### src/hdl/maqs_pkg.sv
`default_nettype none

package maqs_pkg;

  // corners of one result run
  localparam int CORNERS = 4;
  // width of every coordinate field on the ports
  localparam int FIELD_W = 12;

  typedef enum logic [2:0] {
    OP_NONE,
    OP_CORNERS,
    OP_J,
    OP_L,
    OP_EMIT_RD,
    OP_EMIT_LD
  } op_t;

  typedef enum logic [2:0] {
    ST_LOAD,
    ST_CORNERS,
    ST_JREAD,
    ST_LREAD,
    ST_DRAIN,
    ST_EMIT_RD,
    ST_EMIT_LD
  } state_t;

  typedef struct packed {
    op_t        op;
    logic       wr_en;
    logic [1:0] corner;
    logic       small_set;
    logic       last;
    logic       dropped;
    logic       clear;
  } cmd_t;

  typedef struct packed {
    logic busy;
    logic out_free;
  } status_t;

endpackage

`default_nettype wire

### src/hdl/maqs_point_if.sv
`default_nettype none

interface maqs_point_if;
  logic                          valid;
  logic                          ready;
  logic [maqs_pkg::FIELD_W-1:0]  point_x;
  logic [maqs_pkg::FIELD_W-1:0]  point_y;
  logic                          last_point;

  modport source (output valid, output point_x, output point_y, output last_point,
                  input ready);
  modport sink (input valid, input point_x, input point_y, input last_point,
                output ready);
endinterface

`default_nettype wire

### src/hdl/maqs_corner_if.sv
`default_nettype none

interface maqs_corner_if;
  logic                          valid;
  logic                          ready;
  logic [maqs_pkg::FIELD_W-1:0]  corner_x;
  logic [maqs_pkg::FIELD_W-1:0]  corner_y;
  logic                          last_corner;
  logic                          points_dropped;

  modport source (output valid, output corner_x, output corner_y, output last_corner,
                  output points_dropped, input ready);
  modport sink (input valid, input corner_x, input corner_y, input last_corner,
                input points_dropped, output ready);
endinterface

`default_nettype wire

### src/hdl/maqs_dp.sv
`default_nettype none

module maqs_dp #(
  parameter int MAX_POINTS = 16,
  parameter int IW         = 4,
  parameter int SW         = 12
) (
  input  logic                         clk,
  input  logic                         rst,
  input  maqs_pkg::cmd_t               cmd,
  input  logic [IW-1:0]                addr_a,
  input  logic [IW-1:0]                addr_b,
  input  logic [IW-1:0]                idx_i,
  input  logic [IW-1:0]                idx_j,
  input  logic [IW-1:0]                idx_k,
  input  logic [SW-1:0]                in_x,
  input  logic [SW-1:0]                in_y,
  output maqs_pkg::status_t            status,
  output logic                         out_valid,
  input  logic                         out_ready,
  output logic [maqs_pkg::FIELD_W-1:0] corner_x,
  output logic [maqs_pkg::FIELD_W-1:0] corner_y,
  output logic                         last_corner,
  output logic                         points_dropped
);

  localparam int DW = SW + 1;
  localparam int PW = 2 * DW;
  localparam int FW = PW + 1;
  localparam int AW = FW + 1;

  // point store
  logic [SW-1:0] mem_x [MAX_POINTS];
  logic [SW-1:0] mem_y [MAX_POINTS];

  logic [SW-1:0] rd_ax, rd_ay, rd_bx, rd_by;
  logic [IW-1:0] rd_addr, emit_addr;
  logic          rd_en, search_op;

  maqs_pkg::op_t r_op, m_op, s_op;
  logic [IW-1:0] r_idx [maqs_pkg::CORNERS];
  logic [IW-1:0] m_idx [maqs_pkg::CORNERS];
  logic [IW-1:0] s_idx [maqs_pkg::CORNERS];
  logic [IW-1:0] d_idx [maqs_pkg::CORNERS];
  logic [IW-1:0] best_idx [maqs_pkg::CORNERS];

  logic signed [DW-1:0] dx, dy;
  logic signed [PW-1:0] m_p1, m_p2;
  logic signed [FW-1:0] s_f, fj;
  logic signed [AW-1:0] diff;
  logic [AW-1:0]        area_abs, d_area, best_area;
  logic                 d_valid, found;

  logic                          o_valid;
  logic [maqs_pkg::FIELD_W-1:0]  o_x, o_y;
  logic                          o_last, o_dropped;

  assign search_op = (cmd.op == maqs_pkg::OP_CORNERS) || (cmd.op == maqs_pkg::OP_J) ||
                     (cmd.op == maqs_pkg::OP_L);
  assign rd_en     = search_op || (cmd.op == maqs_pkg::OP_EMIT_RD);
  assign emit_addr = cmd.small_set ? IW'(cmd.corner) : best_idx[cmd.corner];
  assign rd_addr   = (cmd.op == maqs_pkg::OP_EMIT_RD) ? emit_addr : addr_a;
  assign found     = (best_area != '0);

  always_ff @(posedge clk) begin
    if (cmd.wr_en) begin
      mem_x[addr_a] <= in_x;
      mem_y[addr_a] <= in_y;
    end
    if (rd_en) begin
      rd_ax <= mem_x[rd_addr];
      rd_ay <= mem_y[rd_addr];
      rd_bx <= mem_x[addr_b];
      rd_by <= mem_y[addr_b];
    end
  end

  // pipeline control
  always_ff @(posedge clk) begin
    if (rst) begin
      r_op    <= maqs_pkg::OP_NONE;
      m_op    <= maqs_pkg::OP_NONE;
      s_op    <= maqs_pkg::OP_NONE;
      d_valid <= 1'b0;
    end else begin
      r_op    <= search_op ? cmd.op : maqs_pkg::OP_NONE;
      m_op    <= ((r_op == maqs_pkg::OP_J) || (r_op == maqs_pkg::OP_L)) ? r_op
                                                                          : maqs_pkg::OP_NONE;
      s_op    <= m_op;
      d_valid <= (s_op == maqs_pkg::OP_L);
    end
  end

  assign diff     = AW'(s_f) - AW'(fj);
  assign area_abs = diff[AW-1] ? AW'(-diff) : AW'(diff);

  // f(p) = yp*(xk-xi) + xp*(yi-yk); area = |f(l) - f(j)|
  always_ff @(posedge clk) begin
    r_idx[0] <= idx_i;
    r_idx[1] <= idx_j;
    r_idx[2] <= idx_k;
    r_idx[3] <= addr_a;
    if (r_op == maqs_pkg::OP_CORNERS) begin
      dx <= $signed({1'b0, rd_bx}) - $signed({1'b0, rd_ax});
      dy <= $signed({1'b0, rd_ay}) - $signed({1'b0, rd_by});
    end
    m_p1  <= PW'($signed({1'b0, rd_ay})) * PW'(dx);
    m_p2  <= PW'($signed({1'b0, rd_ax})) * PW'(dy);
    m_idx <= r_idx;
    s_f   <= FW'(m_p1) + FW'(m_p2);
    s_idx <= m_idx;
    if (s_op == maqs_pkg::OP_J) begin
      fj <= s_f;
    end
    d_area <= area_abs;
    d_idx  <= s_idx;
  end

  // running best, first strict maximum wins
  always_ff @(posedge clk) begin
    if (rst || cmd.clear) begin
      best_area <= '0;
      for (int c = 0; c < maqs_pkg::CORNERS; c++) begin
        best_idx[c] <= '0;
      end
    end else if (d_valid && (d_area > best_area)) begin
      best_area <= d_area;
      best_idx  <= d_idx;
    end
  end

  assign status.busy     = (r_op != maqs_pkg::OP_NONE) || (m_op != maqs_pkg::OP_NONE) ||
                           (s_op != maqs_pkg::OP_NONE) || d_valid;
  assign status.out_free = !o_valid || out_ready;

  // output word register
  always_ff @(posedge clk) begin
    if (rst) begin
      o_valid <= 1'b0;
    end else if (cmd.op == maqs_pkg::OP_EMIT_LD) begin
      o_valid <= 1'b1;
    end else if (out_ready) begin
      o_valid <= 1'b0;
    end
  end

  always_ff @(posedge clk) begin
    if (cmd.op == maqs_pkg::OP_EMIT_LD) begin
      o_x       <= (cmd.small_set || found) ? maqs_pkg::FIELD_W'(rd_ax) : '0;
      o_y       <= (cmd.small_set || found) ? maqs_pkg::FIELD_W'(rd_ay) : '0;
      o_last    <= cmd.last;
      o_dropped <= cmd.dropped;
    end
  end

  assign out_valid      = o_valid;
  assign corner_x       = o_x;
  assign corner_y       = o_y;
  assign last_corner    = o_last;
  assign points_dropped = o_dropped;

`ifndef SYNTHESIS
  a_emit_after_drain: assert property (@(posedge clk) disable iff (rst)
    (cmd.op == maqs_pkg::OP_EMIT_RD) |-> !status.busy)
    else $error("corner read while area pipeline still busy");

  a_best_ordered: assert property (@(posedge clk) disable iff (rst)
    (best_area != '0) |-> ((best_idx[0] < best_idx[1]) && (best_idx[1] < best_idx[2]) &&
                           (best_idx[2] < best_idx[3])))
    else $error("best corner indices out of order");

  a_best_monotonic: assert property (@(posedge clk) disable iff (rst)
    !cmd.clear |=> (best_area >= $past(best_area)))
    else $error("best area fell without a clear");
`endif

endmodule

`default_nettype wire

### src/hdl/maqs_ctrl.sv
`default_nettype none

module maqs_ctrl #(
  parameter int MAX_POINTS = 16,
  parameter int IW         = 4,
  parameter int CW         = 5
) (
  input  logic              clk,
  input  logic              rst,
  input  logic              in_valid,
  input  logic              in_last,
  output logic              in_ready,
  input  maqs_pkg::status_t status,
  output maqs_pkg::cmd_t    cmd,
  output logic [IW-1:0]     addr_a,
  output logic [IW-1:0]     addr_b,
  output logic [IW-1:0]     idx_i,
  output logic [IW-1:0]     idx_j,
  output logic [IW-1:0]     idx_k
);

  localparam int NW = CW + 1;

  maqs_pkg::state_t state, state_next;
  logic [CW-1:0] count;
  logic          dropped, small_set;
  logic [IW-1:0] i, j, k, l;
  logic [1:0]    corner;

  logic          accept, has_room, close_small, corner_last;
  logic          l_more, k_more, j_more, i_more;
  logic [NW-1:0] n_ext, count_after;

  assign accept      = in_valid && in_ready;
  assign has_room    = (count < CW'(MAX_POINTS));
  assign n_ext       = NW'(count);
  assign count_after = n_ext + NW'(has_room);
  assign close_small = (count_after <= NW'(maqs_pkg::CORNERS));
  assign l_more      = (NW'(l) + NW'(1) < n_ext);
  assign k_more      = (NW'(k) + NW'(2) < n_ext);
  assign j_more      = (NW'(j) + NW'(3) < n_ext);
  assign i_more      = (NW'(i) + NW'(4) < n_ext);
  assign corner_last = small_set ? (NW'(corner) + NW'(1) == n_ext)
                                 : (corner == 2'(maqs_pkg::CORNERS - 1));

  always_comb begin
    state_next = state;
    unique case (state)
      maqs_pkg::ST_LOAD: begin
        if (accept && in_last) begin
          state_next = close_small ? maqs_pkg::ST_EMIT_RD : maqs_pkg::ST_CORNERS;
        end
      end
      maqs_pkg::ST_CORNERS: state_next = maqs_pkg::ST_JREAD;
      maqs_pkg::ST_JREAD:   state_next = maqs_pkg::ST_LREAD;
      maqs_pkg::ST_LREAD: begin
        if (!l_more) begin
          state_next = (k_more || j_more || i_more) ? maqs_pkg::ST_CORNERS
                                                    : maqs_pkg::ST_DRAIN;
        end
      end
      maqs_pkg::ST_DRAIN: begin
        if (!status.busy) begin
          state_next = maqs_pkg::ST_EMIT_RD;
        end
      end
      maqs_pkg::ST_EMIT_RD: state_next = maqs_pkg::ST_EMIT_LD;
      maqs_pkg::ST_EMIT_LD: begin
        if (status.out_free) begin
          state_next = corner_last ? maqs_pkg::ST_LOAD : maqs_pkg::ST_EMIT_RD;
        end
      end
      default: state_next = maqs_pkg::ST_LOAD;
    endcase
  end

  always_comb begin
    in_ready      = 1'b0;
    cmd.op        = maqs_pkg::OP_NONE;
    cmd.wr_en     = 1'b0;
    cmd.corner    = corner;
    cmd.small_set = small_set;
    cmd.last      = corner_last;
    cmd.dropped   = dropped;
    cmd.clear     = 1'b0;
    addr_a        = l;
    addr_b        = k;
    idx_i         = i;
    idx_j         = j;
    idx_k         = k;
    unique case (state)
      maqs_pkg::ST_LOAD: begin
        in_ready  = 1'b1;
        cmd.wr_en = accept && has_room;
        addr_a    = count[IW-1:0];
      end
      maqs_pkg::ST_CORNERS: begin
        cmd.op = maqs_pkg::OP_CORNERS;
        addr_a = i;
      end
      maqs_pkg::ST_JREAD: begin
        cmd.op = maqs_pkg::OP_J;
        addr_a = j;
      end
      maqs_pkg::ST_LREAD: cmd.op = maqs_pkg::OP_L;
      maqs_pkg::ST_DRAIN: ;
      maqs_pkg::ST_EMIT_RD: cmd.op = maqs_pkg::OP_EMIT_RD;
      maqs_pkg::ST_EMIT_LD: begin
        if (status.out_free) begin
          cmd.op    = maqs_pkg::OP_EMIT_LD;
          cmd.clear = corner_last;
        end
      end
      default: ;
    endcase
  end

  always_ff @(posedge clk) begin
    if (rst) begin
      state     <= maqs_pkg::ST_LOAD;
      count     <= '0;
      dropped   <= 1'b0;
      small_set <= 1'b0;
      corner    <= '0;
      i         <= '0;
      j         <= '0;
      k         <= '0;
      l         <= '0;
    end else begin
      state <= state_next;
      unique case (state)
        maqs_pkg::ST_LOAD: begin
          if (accept) begin
            if (has_room) begin
              count <= count + CW'(1);
            end else begin
              dropped <= 1'b1;
            end
            if (in_last) begin
              small_set <= close_small;
              corner    <= '0;
              i         <= '0;
              j         <= IW'(1);
              k         <= IW'(2);
            end
          end
        end
        maqs_pkg::ST_JREAD: l <= k + IW'(1);
        maqs_pkg::ST_LREAD: begin
          priority if (l_more) begin
            l <= l + IW'(1);
          end else if (k_more) begin
            k <= k + IW'(1);
          end else if (j_more) begin
            j <= j + IW'(1);
            k <= j + IW'(2);
          end else if (i_more) begin
            i <= i + IW'(1);
            j <= i + IW'(2);
            k <= i + IW'(3);
          end else begin
            corner <= '0;
          end
        end
        maqs_pkg::ST_EMIT_LD: begin
          if (status.out_free) begin
            if (corner_last) begin
              count   <= '0;
              dropped <= 1'b0;
            end else begin
              corner <= corner + 2'(1);
            end
          end
        end
        default: ;
      endcase
    end
  end

`ifndef SYNTHESIS
  a_index_order: assert property (@(posedge clk) disable iff (rst)
    (state == maqs_pkg::ST_LREAD) |-> ((i < j) && (j < k) && (k < l) && (NW'(l) < n_ext)))
    else $error("subset indices out of order or beyond the set");

  a_search_large_only: assert property (@(posedge clk) disable iff (rst)
    (state == maqs_pkg::ST_CORNERS) |-> (n_ext > NW'(maqs_pkg::CORNERS)))
    else $error("search started on a set of four points or fewer");

  a_close_clears: assert property (@(posedge clk) disable iff (rst)
    ((state == maqs_pkg::ST_EMIT_LD) && status.out_free && corner_last) |=>
      ((count == '0) && !dropped && (state == maqs_pkg::ST_LOAD)))
    else $error("set not cleared after its final corner");
`endif

endmodule

`default_nettype wire

### src/hdl/max_area_quadrilateral_select.sv
// Largest-area quadrilateral picker over a set of loaded points.
// pts (sink): one point word per accepted cycle; last_point closes the set.
//   While a set is loading a point is taken every cycle; points beyond
//   MAX_POINTS are not kept and the run reports points_dropped.
// corners (source): the result run, last_corner on its final word. A set of
//   four points or fewer comes back unchanged; otherwise the four corners of
//   the first subset i<j<k<l of greatest doubled shoelace area, or four words
//   at (0,0) when every area is zero.
// Search: the single area unit evaluates one fourth corner per cycle, after
//   the set-up steps ST_CORNERS and ST_JREAD for each (i,j,k) triple, and
//   the area pipeline is drained once the last subset has been read.
//   Each corner word then goes through a store read and an output load.
// No point is taken from the end of a set until its last corner word sits in
//   the output register; the next set may load while that word waits.
// A stalled receiver holds the output register and pauses the corner run.
// Reset (rst, synchronous) empties the set and the output register; the point
//   store itself is not cleared, only entries of the current set are read.
`default_nettype none

module max_area_quadrilateral_select #(
  parameter int MAX_POINTS = 16,
  parameter int COORD_BITS = 12
) (
  input  logic          clk,
  input  logic          rst,
  maqs_point_if.sink    pts,
  maqs_corner_if.source corners
);

  localparam int IW = $clog2(MAX_POINTS);
  localparam int CW = $clog2(MAX_POINTS + 1);
  // stored coordinate width: the port carries at most FIELD_W bits
  localparam int SW = (COORD_BITS < maqs_pkg::FIELD_W) ? COORD_BITS : maqs_pkg::FIELD_W;

  maqs_pkg::cmd_t    cmd;
  maqs_pkg::status_t status;
  logic [IW-1:0]     addr_a, addr_b, idx_i, idx_j, idx_k;

  // sequencer: loading, subset walk, drain and corner run
  maqs_ctrl #(
    .MAX_POINTS (MAX_POINTS),
    .IW         (IW),
    .CW         (CW)
  ) u_ctrl (
    .clk      (clk),
    .rst      (rst),
    .in_valid (pts.valid),
    .in_last  (pts.last_point),
    .in_ready (pts.ready),
    .status   (status),
    .cmd      (cmd),
    .addr_a   (addr_a),
    .addr_b   (addr_b),
    .idx_i    (idx_i),
    .idx_j    (idx_j),
    .idx_k    (idx_k)
  );

  // point store, area pipeline, best tracker and output word register
  maqs_dp #(
    .MAX_POINTS (MAX_POINTS),
    .IW         (IW),
    .SW         (SW)
  ) u_dp (
    .clk            (clk),
    .rst            (rst),
    .cmd            (cmd),
    .addr_a         (addr_a),
    .addr_b         (addr_b),
    .idx_i          (idx_i),
    .idx_j          (idx_j),
    .idx_k          (idx_k),
    .in_x           (pts.point_x[SW-1:0]),
    .in_y           (pts.point_y[SW-1:0]),
    .status         (status),
    .out_valid      (corners.valid),
    .out_ready      (corners.ready),
    .corner_x       (corners.corner_x),
    .corner_y       (corners.corner_y),
    .last_corner    (corners.last_corner),
    .points_dropped (corners.points_dropped)
  );

endmodule

`default_nettype wire

### src/flat_wrapper.sv
// flat-port wrapper written by rule: the top's interface ports become plain ports
module max_area_quadrilateral_select_flat 
#(
  parameter int MAX_POINTS = 16,
  parameter int COORD_BITS = 12
)
  (clk, rst, pts_valid, pts_point_x, pts_point_y, pts_last_point, pts_ready, corners_valid, corners_corner_x, corners_corner_y, corners_last_corner, corners_points_dropped, corners_ready);
  maqs_point_if pts_i ();
  maqs_corner_if corners_i ();
  input  logic clk;
  input  logic rst;
  input wire logic [$bits(pts_i.valid)-1:0] pts_valid;
  input wire logic [$bits(pts_i.point_x)-1:0] pts_point_x;
  input wire logic [$bits(pts_i.point_y)-1:0] pts_point_y;
  input wire logic [$bits(pts_i.last_point)-1:0] pts_last_point;
  output wire logic [$bits(pts_i.ready)-1:0] pts_ready;
  output wire logic [$bits(corners_i.valid)-1:0] corners_valid;
  output wire logic [$bits(corners_i.corner_x)-1:0] corners_corner_x;
  output wire logic [$bits(corners_i.corner_y)-1:0] corners_corner_y;
  output wire logic [$bits(corners_i.last_corner)-1:0] corners_last_corner;
  output wire logic [$bits(corners_i.points_dropped)-1:0] corners_points_dropped;
  input wire logic [$bits(corners_i.ready)-1:0] corners_ready;
  assign pts_i.valid = pts_valid;
  assign pts_i.point_x = pts_point_x;
  assign pts_i.point_y = pts_point_y;
  assign pts_i.last_point = pts_last_point;
  assign pts_ready = pts_i.ready;
  assign corners_valid = corners_i.valid;
  assign corners_corner_x = corners_i.corner_x;
  assign corners_corner_y = corners_i.corner_y;
  assign corners_last_corner = corners_i.last_corner;
  assign corners_points_dropped = corners_i.points_dropped;
  assign corners_i.ready = corners_ready;
  max_area_quadrilateral_select #(.MAX_POINTS(MAX_POINTS), .COORD_BITS(COORD_BITS)) u_core (.clk(clk), .rst(rst), .pts(pts_i), .corners(corners_i));
endmodule
### config.mk
export PLATFORM = sky130hd
export DESIGN_NAME = max_area_quadrilateral_select_flat
export DESIGN_NICKNAME = d
export VERILOG_FILES = /design/src/hdl/maqs_pkg.sv /design/src/hdl/maqs_point_if.sv /design/src/hdl/maqs_corner_if.sv /design/src/hdl/maqs_dp.sv /design/src/hdl/maqs_ctrl.sv /design/src/hdl/max_area_quadrilateral_select.sv /design/src/flat_wrapper.sv
export SDC_FILE = /design/constraint.sdc
export NUM_CORES = 2
export LEC_CHECK = 0
export BUFFER_PORTS_ARGS = -buffer_cell sky130_fd_sc_hd__buf_2
export CAP_MARGIN = 20
export CORE_MARGIN = 2
export CORE_UTILIZATION = 30
export CTS_CLUSTER_DIAMETER = 60
export DETAILED_ROUTE_END_ITERATION = 7
export SETUP_SLACK_MARGIN = 0.2
export SLEW_MARGIN = 20
export SYNTH_ARGS = -nofsm -noshare
export SYNTH_HDL_FRONTEND = slang
export SYNTH_SLANG_ARGS = --single-unit
### constraint.sdc
create_clock -name clk -period 9.4 [get_ports clk]
set_input_delay 0.47 -clock clk [delete_from_list [all_inputs] [get_ports clk]]
set_output_delay 0.47 -clock clk [all_outputs]
set_load 0.02 [all_outputs]
# ---- Yosys cells after proc, flatten, opt, wreduce, memory -nomap -nowiden
# Memory sizes are Yosys's and may differ from the RTL's. A register that Yosys moved wholly into a read port is not among the register bits.
# Index checks and enable logic that the tools add are counted.
dict set report classes {
  n_eq_ne 35
  bitwise 3
  n_mul 2
  reduce_logical 38
  n_lt_le_gt_ge 8
  mux 68
  n_addsub 20
}
# op n
set ops {}
lappend ops {{two-way mux 4 bit} 23}
lappend ops {{multiplier 13 x 13 -> 26 bit} 2}
lappend ops {{one-hot mux 4 bit (2 select lines)} 4}
lappend ops {{greater-than comparator 28 bit} 1}
lappend ops {{!= test 2 bit, second input constant} 14}
lappend ops {{negator 28 bit} 1}
lappend ops {{nonzero test 28 bit} 1}
lappend ops {{subtractor 27 x 27 -> 28 bit} 1}
lappend ops {{adder 26 x 26 -> 27 bit} 1}
lappend ops {{two-way mux 27 bit} 1}
lappend ops {{subtractor 12 x 12 -> 13 bit} 2}
lappend ops {{equality test 3 x 2 -> 1 bit, second input constant} 8}
lappend ops {{two-way mux 3 bit} 8}
lappend ops {{one-hot mux 3 bit (7 select lines)} 1}
lappend ops {{< comparator 5 bit} 4}
lappend ops {{two-way mux 5 bit} 4}
lappend ops {{adder 4 x 1 -> 4 bit, second input constant} 4}
lappend ops {{two-way mux 2 bit} 8}
lappend ops {{equality test 3 bit, second input constant} 5}
lappend ops {{one-hot mux 3 bit (5 select lines)} 1}
lappend ops {{AND reduction 5 bit} 3}
lappend ops {{two-way mux 1 bit} 13}
lappend ops {{adder 4 x 2 -> 4 bit, second input constant} 3}
lappend ops {{logical OR 1 bit} 12}
lappend ops {{35 further kinds} 49}
dict set report totals {
  ram_bits 384
  ff_bits 333
  memories 2
  inputBits 29
}
# memory depth width rd rd_clocked_by_memory_dff wr line
set memory_table {}
lappend memory_table {u_core.u_dp.mem_x 16 12 2 2 1 maqs_dp.sv:33} ;# logic [SW-1:0] mem_x [MAX_POINTS];
lappend memory_table {u_core.u_dp.mem_y 16 12 2 2 1 maqs_dp.sv:34} ;# logic [SW-1:0] mem_y [MAX_POINTS];

# ---- Logic depth before layout (Yosys ltp)
dict set report depth {
  depth_word 9
  ltp_mapped 25
}

# ---- Hierarchy
# Synthesis repeated with hierarchy kept, for this count alone.
dict set report unflattened {
  cells_unflattened 3961
  hier_area_um2 45668.8
}
# module area_per_inst_um2 cells_per_inst n_inst
set by_module_without_submodules {}
lappend by_module_without_submodules {maqs_dp 42834.8 3615 1}
lappend by_module_without_submodules {maqs_ctrl 2834.0 346 1}

# ---- Worst setup path before layout
# No wires, ideal clock.
dict set report synth_path {
  path_type {register -> register}
  startpoint {register u_core.u_dp.rd_ay[3] (read register of u_core.u_dp.mem_y)}
  endpoint {register u_core.u_dp.m_p1[25]}
  synth_period_minus_slack_ns 5.849
  arrival_time_ns 5.728
  path_stages_with_launch 20
  slack_ns 3.551
  path_cell_list {edfxtp_1 -> clkbuf_1 -> and2_1 -> fa_1 -> inv_1 -> fa_1 -> inv_1 -> fa_1 -> fa_1 -> fa_1 -> fa_1 -> ha_1 -> or3_1 -> o21ai_0 -> a211o_1 -> a41oi_1 -> a221o_1 -> a211oi_1 -> a21oi_1 -> xnor2_1}
}
dict set report synth_between {
  elab_chain_len 1
}
# element line
set synth_lines {}
lappend synth_lines {{start: declaration} maqs_dp.sv:36} ;# logic [SW-1:0] rd_ax, rd_ay, rd_bx, rd_by;
lappend synth_lines {{multiplier 13 x 13 -> 26 bit} maqs_dp.sv:107} ;# m_p1 <= PW'($signed({1'b0, rd_ay})) * PW'(dx);
lappend synth_lines {{end signal: assignment} maqs_dp.sv:107}
lappend synth_lines {{end: declaration} maqs_dp.sv:48} ;# logic signed [PW-1:0] m_p1, m_p2;
# No other way between the ends.
# A chain may end at the register's enable or synchronous reset.

# ---- Worst setup path in the final report
dict set report layout_path {
  startpoint {register u_core.u_dp.rd_ay[4] (read register of u_core.u_dp.mem_y)}
  endpoint {register u_core.u_dp.m_p1[25]}
}
# Same word-level chain as after synthesis.

==> out/results.txt <==
status: completed
Post-CTS Resized: 0
commonest non-fill, non-tap cell in the layout: edfxtp_1
Critical Path AT: 6990 ps
vias after detailed routing: 30100
clock skew: 30.0 ps
Compound-Gate Fraction of Synth Area: 11.1%
adder-cell share of the synthesized area: 18.7%
unrepaired setup endpoints after global routing: false
Distinct cells, synth: 86
Die ar.: 0.156 mm2
Clk pin slew, worst setup/hold paths: 60 ps
met1 wire length: 49800 um
register area share after synthesis: 44.5%
final setup vio count: 0
initial antenna violation count: 13
largest family of logic cells by synthesized area: adder cells
Initial Util: 30.2%
setup bufs post-CTS: 0
synthesized area per cell: 11.3 um2
final WL: 113000 um
metal3 WL: 5960 um
Routed Antenna Nets: 0
FF+latch count, synth: 765
FP Rows: 143
ys async rst share: 0%
Die X: 395 um
gpl congestion: 0.844
Final Critical Period: 6430 ps
Final period util: 68.4%
gr usage total: 14.3%
share of the synthesized area in the top cell type: 33.4%
crit-path max FO: 15
core area: 0.152 mm2
metal2 WL: 53700 um
Crit. End Element: register
first-pass GRT wire length: 176000 um
synthesis-to-layout area growth: 12.5%
Hold Violations, Final: 0
FF/Latch Area: 0.0204 mm2
die height: 395 um
DR vias/cell: 4.91
Slew Viols, Final: 0
GR Overflow Total: 0
root buffer cell: clkbuf_16
DR DRC count: 0
CTS Sinks: 765
DR top layer: met5
number of synthesized flops with an enable pin: 511
WL/cell: 18.5 um
multi-input gate area in the final layout: 0.0235 mm2
TNS Setup: 0 ps
Final HPWL DP: 75800 um
Final #Nets: 4603
Pre-antenna DRT Iters: 5
Synth Warn #: 0
number of buffers created by CTS: 91
fmax: 156 MHz
Max Cap Viol: 0
top cells by area, synth: edfxtp_1, dfxtp_1, fa_1
Synth Area in Simple Gates: 11.8%
synthesized cell area: 0.0459 mm2
Critical Path RT: 9960 ps
H-tree Lvls: 3
multiplexer share of the synthesized area: 6.35%
fillcell total: 15100
Synth area leader: edfxtp_1
Ports: 57
vias in the first global route: 30600
# hold bufs at CTS: 0
Max-Slew Margin vs Limit: 25.9%
# port buffers: 56
CP Class: register to register
TritonCTS clock tree: yes
pin count of the biggest net entering global routing: 153
iteration-0 DRC count of the detailed router: 2100
Min-Delay Path Class: primary input to register
Max clock buf depth: 3
crit path launch type: register
Worst-Skew Late Latency: 690 ps
cells after synthesis: 4051
layout cells sized above 1: 10.7%
Main synth FF type: edfxtp_1
most frequent cells in the layout: edfxtp_1, nand2_1, inv_1, ha_1, dfxtp_1
XOR/XNOR Fraction of Synth Area: 2.60%
actual slew at the worst max-slew pin: 1110 ps
[path summary, 6_finish.rpt]
| path | startpoint | end | slack [ps] | depth (start not counted) |
|---|---|---|---|---|
| max reg2reg | u_core.u_dp.rd_ay[4]$_DFFE_PP_ | u_core.u_dp.m_p1[25]$_DFF_P_ | 2970 | 20 |
| max | u_core.u_dp.rd_ay[4]$_DFFE_PP_ | u_core.u_dp.m_p1[25]$_DFF_P_ | 2970 | 20 |
| min | pts_point_x[5] | u_core.u_dp.mem_x[1][5]$_DFFE_PP_ | 150 | 1 |
| min reg2reg | u_core.u_dp.m_idx[3]$_DFF_P_ | u_core.u_dp.s_idx[3]$_DFF_P_ | 320 | 0 |
[layer usage]
| layer | GRT usage, % | vias up |
|---|---|---|
| met1 | 18.6 | 14800 |
| met5 | 0 | - |
| met2 | 23.9 | 739 |
| met4 | 5.01 | 16 |
| met3 | 2.41 | 214 |
| li1 | - | 14300 |
[cells in the mapped netlist (7+ instances only)]
| library cell | n |
|---|---|
| a211oi_1 | 130 |
| a21boi_0 | 63 |
| a21o_1 | 60 |
| a21oi_1 | 161 |
| a311oi_1 | 49 |
| a31oi_1 | 62 |
| a41oi_1 | 7 |
| and2_1 | 242 |
| and3_1 | 22 |
| buf_1 | 22 |
| buf_2 | 13 |
| clkbuf_1 | 182 |
| dfxtp_1 | 254 |
| edfxtp_1 | 511 |
| fa_1 | 224 |
| ha_1 | 328 |
| inv_1 | 373 |
| mux2i_1 | 10 |
| mux4_2 | 122 |
| nand2_1 | 425 |
| nand2b_1 | 33 |
| nand3_1 | 82 |
| nand4_1 | 17 |
| nor2_1 | 152 |
| nor2b_1 | 48 |
| nor3_1 | 27 |
| nor4_1 | 12 |
| o2111ai_1 | 7 |
| o21a_1 | 23 |
| o21ai_0 | 115 |
| o21bai_1 | 11 |
| o31ai_1 | 8 |
| or2_2 | 8 |
| or3_1 | 13 |
| xnor2_1 | 94 |
| xor2_1 | 39 |
[worst max-delay path: stages (launching register included)]
cell and delay [ps]:
edfxtp_1 670, and2_1 310, fa_1 540, inv_1 60, fa_1 530, inv_1 50
fa_1 460, ha_1 330, fa_1 480, ha_1 310, ha_1 340, nor2b_1 140
o21ai_0 220, a21boi_0 150, o21ai_0 330, a211o_1 210, a41oi_1 200, a221o_1 400
a211oi_1 310, a21oi_1 140, xnor2_1 140
[flip-flops by register name, summed over array words and instances (netlist names), 5 cells and up]
name	cells
u_core.u_dp.rd_ay	12
u_core.u_dp.mem_x	192
u_core.u_dp.dy	13
u_core.u_dp.d_idx	16
u_core.u_dp.m_idx	16
u_core.u_dp.best_area	28
u_core.u_dp.mem_y	192
u_core.u_dp.rd_ax	12
u_core.u_dp.rd_by	12
u_core.u_dp.m_p2	26
u_core.u_dp.fj	27
u_core.u_dp.dx	13
u_core.u_dp.s_f	27
u_core.u_dp.corner_x	12
u_core.u_dp.d_area	28
u_core.u_dp.s_idx	16
u_core.u_dp.rd_bx	12
u_core.u_ctrl.count	5
u_core.u_dp.m_p1	26
u_core.u_dp.best_idx	16
u_core.u_dp.r_idx	16
u_core.u_dp.corner_y	12
[cells by family after synthesis]
kind of cell | after synthesis
buffers and inverters | 594
AO/OA/AOI/OAI | 760
AND/OR/NAND/NOR | 1107
flip-flops | 765
adder cells (fa/ha/maj) | 552
other | 1
XOR/XNOR | 134
multiplexers | 138
[metrics by stage]
step	instance area [um2]	utilization (%)	setup WS [ps]	hold slack, ps	std cells
after floorplan	45900	-	3550	310	4052
after global placement	48400	31.9	3020	311	5959
after detailed placement	48500	31.9	2940	312	5959
after CTS	51700	34.0	2930	115	6129
after global routing	51700	34.0	2540	146	6130
final	51700	34.0	2970	152	6130
[final cells by class]
cell class              instances  share of cell area (%)
diodes                          1                 0.00484
clock buffers                 106                    4.69
clock inverters                64                    1.56
inverters                     373                    2.71
multi-input cells            2693                    45.4
flip-flops and latches        765                    39.5
well taps                    2030                    4.91
repair buffers                 98                    1.18
Power is left out: the tool's default activity adds up to more than one toggle a clock period on the data nets, which glitch-free logic cannot reach.
